<file path="config.mk">
export PLATFORM = sky130hd
export DESIGN_NAME = msp_cell
export DESIGN_NICKNAME = d
export VERILOG_FILES = /design/src/rtl/msp_pkg.sv /design/src/rtl/msp_cell.sv
export SDC_FILE = /design/constraint.sdc
export NUM_CORES = 1
export LEC_CHECK = 0
export BUFFER_PORTS_ARGS = -buffer_cell sky130_fd_sc_hd__buf_2
export CELL_PAD_IN_SITES_DETAIL_PLACEMENT = 0
export CELL_PAD_IN_SITES_GLOBAL_PLACEMENT = 1
export CORE_MARGIN = 1.5
export CORE_UTILIZATION = 35
export CTS_BUF_LIST = sky130_fd_sc_hd__clkbuf_8
export CTS_CLUSTER_DIAMETER = 50
export DETAILED_ROUTE_END_ITERATION = 10
export PLACE_DENSITY = 0.79
export RECOVER_POWER = 25
export SLEW_MARGIN = 20
export SYNTH_ARGS = -nofsm -noshare
export SYNTH_HDL_FRONTEND = slang
export SYNTH_SLANG_ARGS = --single-unit
</file>
<file path="constraint.sdc">
create_clock -name clock -period 4.7 [get_ports clock]
set_input_delay 0.94 -clock clock [delete_from_list [all_inputs] [get_ports clock]]
set_output_delay 0.94 -clock clock [all_outputs]
set_load 0.02 [all_outputs]
</file>
<file path="src/rtl/msp_pkg.sv">
// Shared widths, limits and the token type for the max-sum partition chain.
package msp_pkg;

   localparam int VAL_W  = 32;
   localparam int SUM_W  = 48;
   localparam int CFG_W  = 5;
   localparam int PROD_W = VAL_W + 8;
   localparam int SUMX_W = SUM_W + 1;

   localparam logic [CFG_W-1:0] CFG_RESET = 5'd3;

   localparam logic signed [SUM_W-1:0] SUM_MAX = {1'b0, {(SUM_W-1){1'b1}}};
   localparam logic signed [SUM_W-1:0] SUM_MIN = {1'b1, {(SUM_W-1){1'b0}}};

   // Partial result travelling down the row of cells
   typedef struct packed {
      logic                    valid;
      logic signed [VAL_W-1:0] seg_max;
      logic signed [SUM_W-1:0] best;
   } tok_type;

endpackage

</file>
<file path="src/rtl/msp_cell.sv">
// One cell of the row: holds one recent element and one prefix optimum, scores one length.
module msp_cell #(
   parameter int CELL_IDX = 0,
   parameter int IDX_W    = 4,
   parameter int CNT_W    = 5
) (
   input  logic                            clock,
   input  logic                            reset,
   input  msp_pkg::tok_type                tok_in,
   input  logic [IDX_W-1:0]                last_idx,
   input  logic [CNT_W-1:0]                seen,
   input  logic                            shift_en,
   input  logic signed [msp_pkg::VAL_W-1:0] rv_in,
   input  logic signed [msp_pkg::SUM_W-1:0] pb_in,
   output logic signed [msp_pkg::VAL_W-1:0] rv_out,
   output logic signed [msp_pkg::SUM_W-1:0] pb_out,
   output msp_pkg::tok_type                tok_out,
   output logic                            done
);
   import msp_pkg::*;

   logic signed [VAL_W-1:0]  rv_ff;
   logic signed [SUM_W-1:0]  pb_ff;
   tok_type                  tok_ff, tok_in_nxt;
   logic                     done_ff, done_in;
   logic signed [PROD_W-1:0] prod;
   logic signed [SUMX_W-1:0] base;
   logic signed [SUMX_W-1:0] sumx;
   logic signed [SUM_W-1:0]  cand;
   logic                     is_end;

   // segment of length CELL_IDX+1: base is the optimum just before it
   assign prod   = PROD_W'(tok_in.seg_max) * PROD_W'(CELL_IDX + 1);
   assign base   = (seen == CNT_W'(CELL_IDX)) ? '0 : SUMX_W'(pb_ff);
   assign sumx   = base + SUMX_W'(prod);
   assign is_end = (last_idx == IDX_W'(CELL_IDX));

   always_comb begin
      if (sumx[SUMX_W-1] != sumx[SUMX_W-2]) begin
         cand = sumx[SUMX_W-1] ? SUM_MIN : SUM_MAX;
      end else begin
         cand = sumx[SUM_W-1:0];
      end
   end

   always_comb begin
      tok_in_nxt.valid   = tok_in.valid && !is_end;
      tok_in_nxt.seg_max = (rv_ff > tok_in.seg_max) ? rv_ff : tok_in.seg_max;
      tok_in_nxt.best    = (CELL_IDX == 0 || cand > tok_in.best) ? cand : tok_in.best;
      done_in            = tok_in.valid && is_end;
   end

   always_ff @(posedge clock) begin
      if (reset) begin
         tok_ff.valid <= 1'b0;
         done_ff      <= 1'b0;
      end else begin
         tok_ff.valid <= tok_in_nxt.valid;
         done_ff      <= done_in;
      end
      tok_ff.seg_max <= tok_in_nxt.seg_max;
      tok_ff.best    <= tok_in_nxt.best;
      if (shift_en) begin
         rv_ff <= rv_in;
         pb_ff <= pb_in;
      end
   end

   assign rv_out  = rv_ff;
   assign pb_out  = pb_ff;
   assign tok_out = tok_ff;
   assign done    = done_ff;

endmodule

</file>
==> results of run 1 <==
==> worst reg2reg max path: stages (launching register included) <==
cell and delay (ns):
edfxtp_1 0.34, nor2b_1 0.16, ha_1 0.21, inv_1 0.06, fa_1 0.39, nor2b_1 0.17, o2111ai_1 0.18, buf_4 0.19
a31oi_1 0.30, nor3_2 0.10, a21o_1 0.24, o41ai_4 0.47, nand2_2 0.12, buf_4 0.18, buf_12 0.14, a21oi_1 0.14
==> cells by family after synthesis <==
| group | after synthesis | share of synthesized area [%] |
|---|---|---|
| adders and majority gates | 83 | 10.7 |
| buffers and inverters | 119 | 5.03 |
| DFF | 162 | 41.5 |
| xor gates and xnor gates | 42 | 3.78 |
| and+or+nand+nor | 273 | 15.5 |
| AOI/OAI and AO/OA | 327 | 23.4 |
==> layout make-up <==
class / instances / area, um^2
Clock inverter: 14 / 149
Sequential cell: 162 / 4040
Timing Repair Buffer: 403 / 2410
Multi-Input combinational cell: 725 / 5230
Clock buffer: 18 / 248
Fill cell: 2615 / 14400
Inverter: 53 / 199
Tap cell: 372 / 465
==> registers in the layout, summed over array words and instances (netlist names) <==
name	flops
tok_out	81
pb_out	48
done	1
rv_out	32
==> path summary, 6_finish.rpt <==
path / from / to
setup reg to reg: pb_out[0] / tok_out[19]
hold reg to reg: rv_out[5] / tok_out[53]
hold / removal: rv_in[23] / rv_out[23]
setup / recovery: seen[2] / tok_out[19]
==> power by group <==
group / switching (mW) / leakage (nW) / internal [mW]
registers: 0.101 / 1.47 / 1.77
clock network: 0.525 / 0.209 / 0.528
logic: 1.22 / 4.15 / 0.790
==> per-layer routing <==
layer / vias up / part of all wire, % / track usage [%]
met4: 0 / 2.7 / 8.39
met2: 327 / 46 / 35.5
met3: 50 / 6.2 / 4.99
met1: 4282 / 45 / 29.6
met5: - / 0 / 0
li1: 4516 / - / -
==> cells in the mapped netlist, types with 5 or more instances <==
| master | instances |
|---|---|
| o21a_1 | 12 |
| o211ai_1 | 6 |
| o311ai_0 | 32 |
| ha_1 | 80 |
| nor2_1 | 35 |
| o21bai_1 | 11 |
| and2_1 | 5 |
| buf_2 | 16 |
| xnor2_1 | 24 |
| clkbuf_1 | 47 |
| o21ai_0 | 33 |
| nor4_1 | 5 |
| nor2b_1 | 50 |
| a21oi_1 | 83 |
| edfxtp_1 | 80 |
| nand2_1 | 48 |
| a31oi_1 | 8 |
| nor3_1 | 8 |
| a21oi_2 | 16 |
| inv_1 | 53 |
| nand4_1 | 57 |
| a21o_1 | 33 |
| xor2_1 | 18 |
| and3_1 | 34 |
| o31ai_1 | 40 |
| nand3_1 | 9 |
| dfxtp_1 | 82 |
| a211oi_1 | 5 |
| o21ai_1 | 13 |
==> metrics by stage <==
step	power [mW]	hold slack [ns]	area, um^2	setup WS, ns	util [%]
CTS	4.97	0.584	12700	0.541	47.0
finish	4.93	0.620	12700	0.508	47.0
detailed placement	3.90	0.605	12300	0.0244	45.6
floorplan	3.08	0.694	9730	0.127	-
global placement	3.89	0.597	12300	0.0793	45.6
global route	5.21	0.584	12700	0.308	47.0
==> layout by cell type (no fill, tap or decap), types with 17 or more instances in the layout <==
cell        n
buf_2     284
buf_4     109
a21oi_1    82
dfxtp_1    82
ha_1       80
edfxtp_1   80
nand4_1    57
inv_1      55
nor2b_1    50
nand2_1    48
o31ai_1    40
nor2_1     34
and3_1     34
o21ai_0    33
a21o_1     33
o311ai_0   32
xnor2_1    24
xor2_1     18
clkbuf_8   18
a21oi_2    17
==> metrics.csv, run 1 <==
stage,metric,value,unit
route,avgViaCountPerCell,5.25,
floorplan,die_y,170,um
timing,skew,0.0242,ns
global_routing,antenna_found_initial,0,
clock_network,cts_sinks,162,
clock_network,cts-resized-gates,0,
flow_run,drv_cap,1,
floorplan,ioPinCount,335,
synth,synthCells,1006,
synth,synth.yosys.seq_area_share,41.5,%
timing,tightest_slew,3.41,ns
hold_path,hold_depth,1,
floorplan,rows,60,
timing,fmax,239,MHz
synth,yosys_warnings,0,
timing,slew_headroom,-127,%
route,vias,9175,
critical_path,crit_family,compound AO/OA/AOI/OAI gates,
route,routed_wl,32000,um
clock_network,ctsHoldBuffers,0,
timing,hold_viol_final,0,
pwr,power.density,387,nW/um^2
critical_path,crit_arrival,4.58,ns
route,routedWlPerCell,18.3,um
pwr,irDropWorstVdd,184,uV
cells_and_area,final_cells,1747,
synth,synth-main-ff-cell,dfxtp_1,
outcome,status,"finished, violations left",
synth,synth_edf_count,80,
clock_network,cts_root_buffer,clkbuf_8,
synth,avgSynthCellArea,9.68,um^2
critical_path,worst-path-max-fanout,31,
critical_path,critPathBufInv,4,
timing,timing.final.crit_period,4.19,ns
synth,synth_nets,1260,
floorplan,die-area,28800,um^2
critical_path,reg2reg_setup_slack,1.22,ns
global_routing,grt_pass1_wl,49400,um
synth,synth_top_area_share,24.7,%
route,drc,0,
floorplan,start_util,35.9,%
floorplan,core-area,27100,um^2
critical_path,cpMaxStageDelayCell,or4_1,
placed_design,dp_hpwl,25100,um
critical_path,cp_data_required_time,5.09,ns
cells_and_area,drive_gt1_share,33.7,%
clock_network,h-tree-depth,4,
clock_network,clk_pin_slew,0.10,ns
timing,finalCritPeriodShare,89.2,%
outcome,violations,"capacitance limit, slew limit",
placed_design,gp_congestion,0.873,
critical_path,worstSetupPathType,in -> reg,
synth,async_flop_share,0,%
timing,final.setup.tns,0,ns
timing,slew_violations,59,
route,drtAntennaViolNets,0,
synth,synth.area.top_cells,"edfxtp_1 25%, dfxtp_1 17%, ha_1 10%, a21oi_1 4.3%, nand4_1 3.7%",
global_routing,grt_max_degree,59,
critical_path,crit_cells,16,
floorplan,die_w,170,um
cells_and_area,final_nets,1616,
critical_path,critPathLaunchType,primary input,
route,drt-pass1-iter-count,5,
cells_and_area,antennaDiodeCount,0,
cells_and_area,syn2layout_area_growth,30.9,%
clock_network,cts_tree,done,
placed_design,dp_cells,1715,
placed_design,portBuffers,286,
critical_path,crit_chain,"buf_2, or4_1, nor2_4, buf_12, nor2b_1, ha_1, a21oi_1, o21ai_1, o21ai_0, a221o_1, a21o_1, o41ai_4, nand2_2, buf_4, buf_12, a21oi_1",
synth,synth_top_cell_by_area,edfxtp_1,
pwr,p_leak,5.83,nW
synth,netlist_area,9730,um^2
global_routing,track_usage,22.3,%
timing,setup_violations,0,
hold_path,hold_path.class,in -> reg,
critical_path,r2r_cells,15,
critical_path,end_kind,register,
clock_network,worstSkewPairLatency,0.49,ns
clock_network,cts_buffer_depth,2,
synth,synth-seq-cells,162,
clock_network,cts_setup_buffers,0,
synth,synth_cell_types,67,
timing,grt_setup_unrepaired,no,
critical_path,cpPeakStageDelay,0.58,ns
global_routing,grt_pass1_vias,8989,
route,first_iter_violations,670,
global_routing,gr-total-overflow,0,
clock_network,numCtsBuffers,17,
Power figures use the tool's default switching activity.
==> inputs of run 2 (changes only) <==
- CORE_UTILIZATION: 35 -> 40
- PLACE_DENSITY: 0.79 -> 0.85
- REMOVE_ABC_BUFFERS: not set -> 1
- clock period: 4.7 -> 4.9 ns (I/O delays scaled with it)
==> metrics.csv, run 2 (synthesis results as in run 1) <==
stage,metric,value,unit
outcome,status,"finished, violations left",
outcome,violations,"capacitance limit, slew limit",
route,first_iter_violations,715,
cells_and_area,largest_reg_flops,81,
hold_path,min-delay-start,rv_out[16],
global_routing,grt_pass1_wl,48000,um
global_routing,grt_pass1_vias,8724,
critical_path,end_kind,register,
route,drt-met1-wl,13500,um
cells_and_area,multi_input_area,5230,um^2
clock_network,numCtsBuffers,17,
pwr,power_frac_seq,39.3,%
cells_and_area,seqCellArea,4040,um^2
timing,grt_setup_unrepaired,no,
timing,fmax,225,MHz
timing,tightest_slew,2.12,ns
hold_path,worstHoldEndpoint,tok_out[64],
cells_and_area,utilization,50.9,%
floorplan,die_w,159,um
timing,slew_violations,81,
clock_network,clk_pin_slew,0.11,ns
timing,slew_headroom,-41.5,%
clock_network,cts-resized-gates,0,
route,drt-pass1-iter-count,5,
floorplan,die-area,25300,um^2
floorplan,start_util,41.1,%
critical_path,cp_data_required_time,5.25,ns
clock_network,worstSkewPairLatency,0.48,ns
placed_design,portBuffers,286,
critical_path,crit_arrival,4.79,ns
pwr,switchingPower,1.84,mW
placed_design,dp_hpwl,23300,um
flow_run,drv_cap,1,
clock_network,cts_setup_buffers,0,
floorplan,rows,56,
placed_design,gp_congestion,0.893,
clock_network,h-tree-depth,4,
critical_path,critPathLaunchType,primary input,
global_routing,gr-total-overflow,0,
pwr,switching_share,40.3,%
timing,skew,0.0150,ns
hold_path,hold_path.class,reg -> reg,
cells_and_area,final_cell_mix,"283 x buf_2, 82 x a21oi_1, 82 x dfxtp_1, 80 x ha_1, 80 x edfxtp_1",
pwr,power.density,379,nW/um^2
cells_and_area,nFillCells,2299,
pwr,combPwrFrac,39.1,%
floorplan,core-area,23700,um^2
global_routing,grt_max_degree,81,
cells_and_area,drive_gt1_share,30.0,%
critical_path,r2r_cells,9,
floorplan,ioPinCount,335,
global_routing,antenna_found_initial,6,
pwr,irDropWorstVdd,184,uV
critical_path,reg2reg_from,rv_out[17],
clock_network,cts_buffer_depth,2,
pwr,cell_internal_pwr,2.73,mW
route,avgViaCountPerCell,5.62,
clock_network,ctsHoldBuffers,0,
route,routed_wl,30900,um
route,met3WireLength,2240,um
cells_and_area,layout_commonest_cell,buf_2,
critical_path,reg2reg_setup_slack,1.35,ns
timing,setup_violations,0,
route,wl_met2,14300,um
pwr,power,4.57,mW
floorplan,die_y,159,um
timing,finalCritPeriodShare,90.6,%
global_routing,track_usage,23.9,%
timing,hold_viol_final,0,
clock_network,cts_root_buffer,clkbuf_8,
route,vias,9115,
clock_network,cts_tree,done,
route,drc,0,
pwr,p_leak,5.45,nW
timing,timing.final.crit_period,4.44,ns
cells_and_area,final_nets,1540,
hold_path,hold_depth,2,
critical_path,rr_endpoint,tok_out[75],
clock_network,cts_sinks,162,
critical_path,worst-path-max-fanout,36,
pwr,clock_power_share,21.5,%
route,routedWlPerCell,19.0,um
route,drtAntennaViolNets,0,
route,dr.max_layer_used,met5,
critical_path,worstSetupPathType,in -> reg,
cells_and_area,syn2layout_area_growth,23.9,%
run 2: worst max path at each step:
stage | cells past startpoint | startpoint | to | slack (ns)
6_report | 14 | seen[2] | tok_out[46] | 0.46
3_5_place_dp | 14 | seen[2] | tok_out[46] | -0.02
5_1_grt | 17 | seen[2] | tok_out[4] | 0.23
4_1_cts | 14 | seen[2] | tok_out[46] | 0.51
3_3_place_gp | 14 | seen[2] | tok_out[46] | 0.04
2_1_floorplan | 12 | seen[2] | tok_out[3] | -1.50
run 2: metal layers:
metal	track usage, %	vias up
met5	0	-
met4	9.09	2
met3	5.39	58
met2	38.7	417
met1	31.3	4253
li1	-	4385
run 2: layout make-up:
| cell class | instances | share of cell area [%] |
|---|---|---|
| tap | 319 | 3.31 |
| multi-input combinational | 725 | 43.3 |
| antenna | 5 | 0.104 |
| timing repair buffer | 327 | 14.8 |
| sequential | 162 | 33.5 |
| clock buffer | 17 | 1.94 |
| clock inverter | 15 | 1.33 |
| inverter | 53 | 1.65 |
run 2: stage by stage:
step	instance area, um^2	TNS (ns)	hold WS (ns)	std cells	setup slack (ns)
2_1_floorplan	9440	-61.42	0.702	940	-1.50
3_3_place_gp	11700	0	0.608	1586	0.0389
3_5_place_dp	11700	-0.0249	0.614	1586	-0.0249
4_1_cts	12100	0	0.627	1618	0.510
5_1_grt	12100	0	0.632	1622	0.227
6_report	12100	0	0.624	1623	0.462
run 2: critical path: stages:
cell	delay (ns)
buf_2	0.09
or4_1	0.58
nor2_4	0.15
buf_12	0.20
buf_4	0.20
nor2b_1	0.06
ha_1	0.44
nand2_1	0.20
or3_1	0.48
a2111oi_0	0.72
buf_4	0.24
o21ai_0	0.07
a31oi_1	0.22
o41ai_2	0.12
run 2: power groups by stage:
stage | Clock, mW | Sequential (mW) | Combinational, mW
after floorplan | 0 | 2.15 | 0.777
after global placement | 0 | 1.83 | 1.77
after detailed placement | 0 | 1.83 | 1.77
after CTS | 1.02 | 1.80 | 1.78
after global routing | 1.06 | 1.82 | 1.93
final | 0.984 | 1.80 | 1.79
==> inputs of run 3 (changes only) <==
- ABC_AREA: not set -> 1
- PLACE_DENSITY: 0.85 -> 0.89
==> metrics.csv, run 3 <==
stage,metric,value,unit
outcome,status,"finished, violations left",
outcome,violations,"capacitance limit, slew limit",
cells_and_area,utilization,49.7,%
cells_and_area,drive_gt1_share,21.0,%
clock_network,cts_setup_buffers,0,
global_routing,antenna_found_initial,0,
cells_and_area,seqCellArea,4040,um^2
route,routedWlPerCell,15.3,um
timing,hold_viol_final,0,
clock_network,cts_root_buffer,clkbuf_8,
critical_path,crit_arrival,4.13,ns
critical_path,cp_data_required_time,5.22,ns
cells_and_area,final_nets,1921,
synth,synth_top_cell_by_area,edfxtp_1,
critical_path,crit_top_cell,nand2_1,
flow_run,drv_cap,1,
floorplan,rows,57,
floorplan,die-area,26200,um^2
timing,timing.final.crit_period,3.81,ns
critical_path,crit_cells,22,
route,drt-pass1-iter-count,5,
global_routing,grt_max_degree,81,
placed_design,dp_hpwl,25300,um
placed_design,portBuffers,286,
timing,slew_headroom,-37.0,%
pwr,cell_internal_pwr,2.62,mW
global_routing,gr-total-overflow,0,
pwr,switchingPower,1.85,mW
critical_path,crit_family,simple AND/OR/NAND/NOR gates,
synth,synth_cell_types,35,
critical_path,reg2reg_from,pb_out[0],
pwr,switching_share,41.3,%
route,routed_wl,30700,um
hold_path,worstHoldEndpoint,tok_out[57],
pwr,p_leak,6.70,nW
route,first_iter_violations,468,
synth,synth_edf_count,80,
cells_and_area,nFillCells,2584,
floorplan,start_util,41.1,%
pwr,irDropWorstVdd,216,uV
cells_and_area,largest_reg_flops,81,
placed_design,gp_congestion,0.932,
synth,synthCells,1380,
synth,yosys_warnings,0,
timing,final.setup.tns,0,ns
cells_and_area,antennaDiodeCount,0,
critical_path,critPathLaunchType,primary input,
synth,avgSynthCellArea,7.31,um^2
synth,synth-main-ff-cell,dfxtp_1,
hold_path,min-delay-start,rv_out[9],
clock_network,cts_buffer_depth,2,
cells_and_area,final_cell_mix,"480 x nand2_1, 285 x buf_2, 232 x inv_1, 93 x nor2_1, 82 x dfxtp_1",
critical_path,worstSetupPathType,in -> reg,
critical_path,rr_endpoint,tok_out[34],
route,avgViaCountPerCell,4.85,
clock_network,cts-resized-gates,0,
timing,skew,0.0227,ns
timing,tightest_slew,2.05,ns
timing,grt_setup_unrepaired,no,
clock_network,cts_sinks,162,
clock_network,numCtsBuffers,17,
critical_path,end_kind,register,
timing,setup_violations,0,
route,vias,9728,
synth,async_flop_share,0,%
pwr,clock_power_share,21.0,%
clock_network,clk_pin_slew,0.09,ns
clock_network,ctsHoldBuffers,0,
clock_network,cts_tree,done,
global_routing,grt_pass1_wl,48300,um
clock_network,worstSkewPairLatency,0.47,ns
critical_path,critPathBufInv,6,
synth,netlist_area,10100,um^2
synth,synth.yosys.seq_area_share,40.1,%
timing,fmax,263,MHz
critical_path,worst-path-max-fanout,48,
timing,finalCritPeriodShare,77.7,%
synth,synth_top_area_share,23.8,%
synth,synth.area.top_cells,"edfxtp_1 24%, nand2_1 18%, dfxtp_1 16%, ha_1 9.9%, inv_1 8.6%",
cells_and_area,syn2layout_area_growth,21.0,%
hold_path,hold_depth,2,
critical_path,crit_chain,"buf_2, nor2_1, nand2_1, buf_12, nand2_1, inv_1, ha_1, inv_1, fa_1, inv_1, nand3_1, nand2_1, nand2_1, nand2_1, nand2_1, nand2_2, nand2_1, nand4_1, nand2_2, nand2_2, buf_12, o21ai_0",
floorplan,die_y,162,um
critical_path,cpPeakStageDelay,0.42,ns
global_routing,track_usage,23.8,%
critical_path,r2r_cells,18,
global_routing,grt_pass1_vias,9241,
critical_path,cpMaxStageDelayCell,fa_1,
clock_network,h-tree-depth,4,
cells_and_area,layout_commonest_cell,nand2_1,
synth,synth-seq-cells,162,
critical_path,reg2reg_setup_slack,1.73,ns
route,drtAntennaViolNets,0,
floorplan,die_w,162,um
floorplan,core-area,24500,um^2
synth,synth_common_cells,"480 x nand2_1, 230 x inv_1, 93 x nor2_1",
pwr,combPwrFrac,39.2,%
hold_path,hold_path.class,reg -> reg,
route,drc,0,
synth,synth_most_common_cell,nand2_1,
floorplan,ioPinCount,335,
cells_and_area,multi_input_area,4980,um^2
pwr,power.density,366,nW/um^2
pwr,power_frac_seq,39.8,%
timing,slew_violations,81,
-- run 3: changes by cell type after synthesis, moves of 14 or more --
| cell | change |
|---|---|
| nand3_1 | +25 |
| and3_1 | -34 |
| o31ai_1 | -40 |
| o311ai_0 | -32 |
| nand2_1 | +432 |
| a21oi_2 | -14 |
| inv_1 | +177 |
| a21o_1 | -33 |
| xnor2_1 | -15 |
| nor2_1 | +58 |
| nor2b_1 | -50 |
| clkbuf_1 | -33 |
-- run 3: kinds of logic after synthesis --
group	count (synthesis)	synth area share (%)
and+or+nand+nor	704	29.3
buffers and inverters	265	10.5
DFF	162	40.1
AOI/OAI and AO/OA	136	7.23
adders and majority gates	81	10.1
xor gates and xnor gates	32	2.78
-- run 3: final cells by class --
class,instances,area share (%)
multi-input combinational,953,40.8
sequential,162,33.1
clock inverter,15,1.00
clock buffer,17,1.92
timing repair buffer,294,12.4
inverter,239,7.35
tap,324,3.32
-- run 3: tightest hold or removal path: stages (launching register included) --
cell      delay, ns
edfxtp_1       0.39
nand4_1        0.10
nand2_1        0.07
-- run 3: per-stage QoR --
stage / hold slack [ns] / cell area [um^2] / instances / power (mW) / setup slack, ns
2_1_floorplan: 0.663 / 9920 / 1354 / 2.91 / 0.807
3_3_place_gp: 0.543 / 11800 / 1972 / 3.54 / 0.767
3_5_place_dp: 0.554 / 11800 / 1972 / 3.56 / 0.682
4_1_cts: 0.579 / 12200 / 2004 / 4.50 / 1.17
5_1_grt: 0.594 / 12200 / 2004 / 4.76 / 0.904
6_report: 0.573 / 12200 / 2004 / 4.47 / 1.09
-- run 3: how the worst max path moves through the flow --
stage,from,end,slack [ns]
after global routing,seen[2],tok_out[34],0.90
after CTS,seen[3],tok_out[34],1.17
after global placement,seen[4],tok_out[4],0.77
final,seen[3],tok_out[34],1.09
after detailed placement,seen[3],tok_out[34],0.68
after floorplan,seen[4],tok_out[1],0.81
-- run 3: layer usage --
layer  GRT usage [%]  vias up  routed length, um
met5               0        -                  0
met4            6.01        0                523
met3            4.67       35               2180
met2            39.5      323              14300
met1            31.9     4402              13700
li1                -     4968                  -
-- run 3: power by group through the flow --
stage	Sequential (mW)	Clock, mW	Combinational (mW)
final	1.78	0.940	1.75
after detailed placement	1.81	0	1.75
after global routing	1.81	1.02	1.93
after floorplan	2.16	0	0.756
after CTS	1.78	0.964	1.75
after global placement	1.81	0	1.73
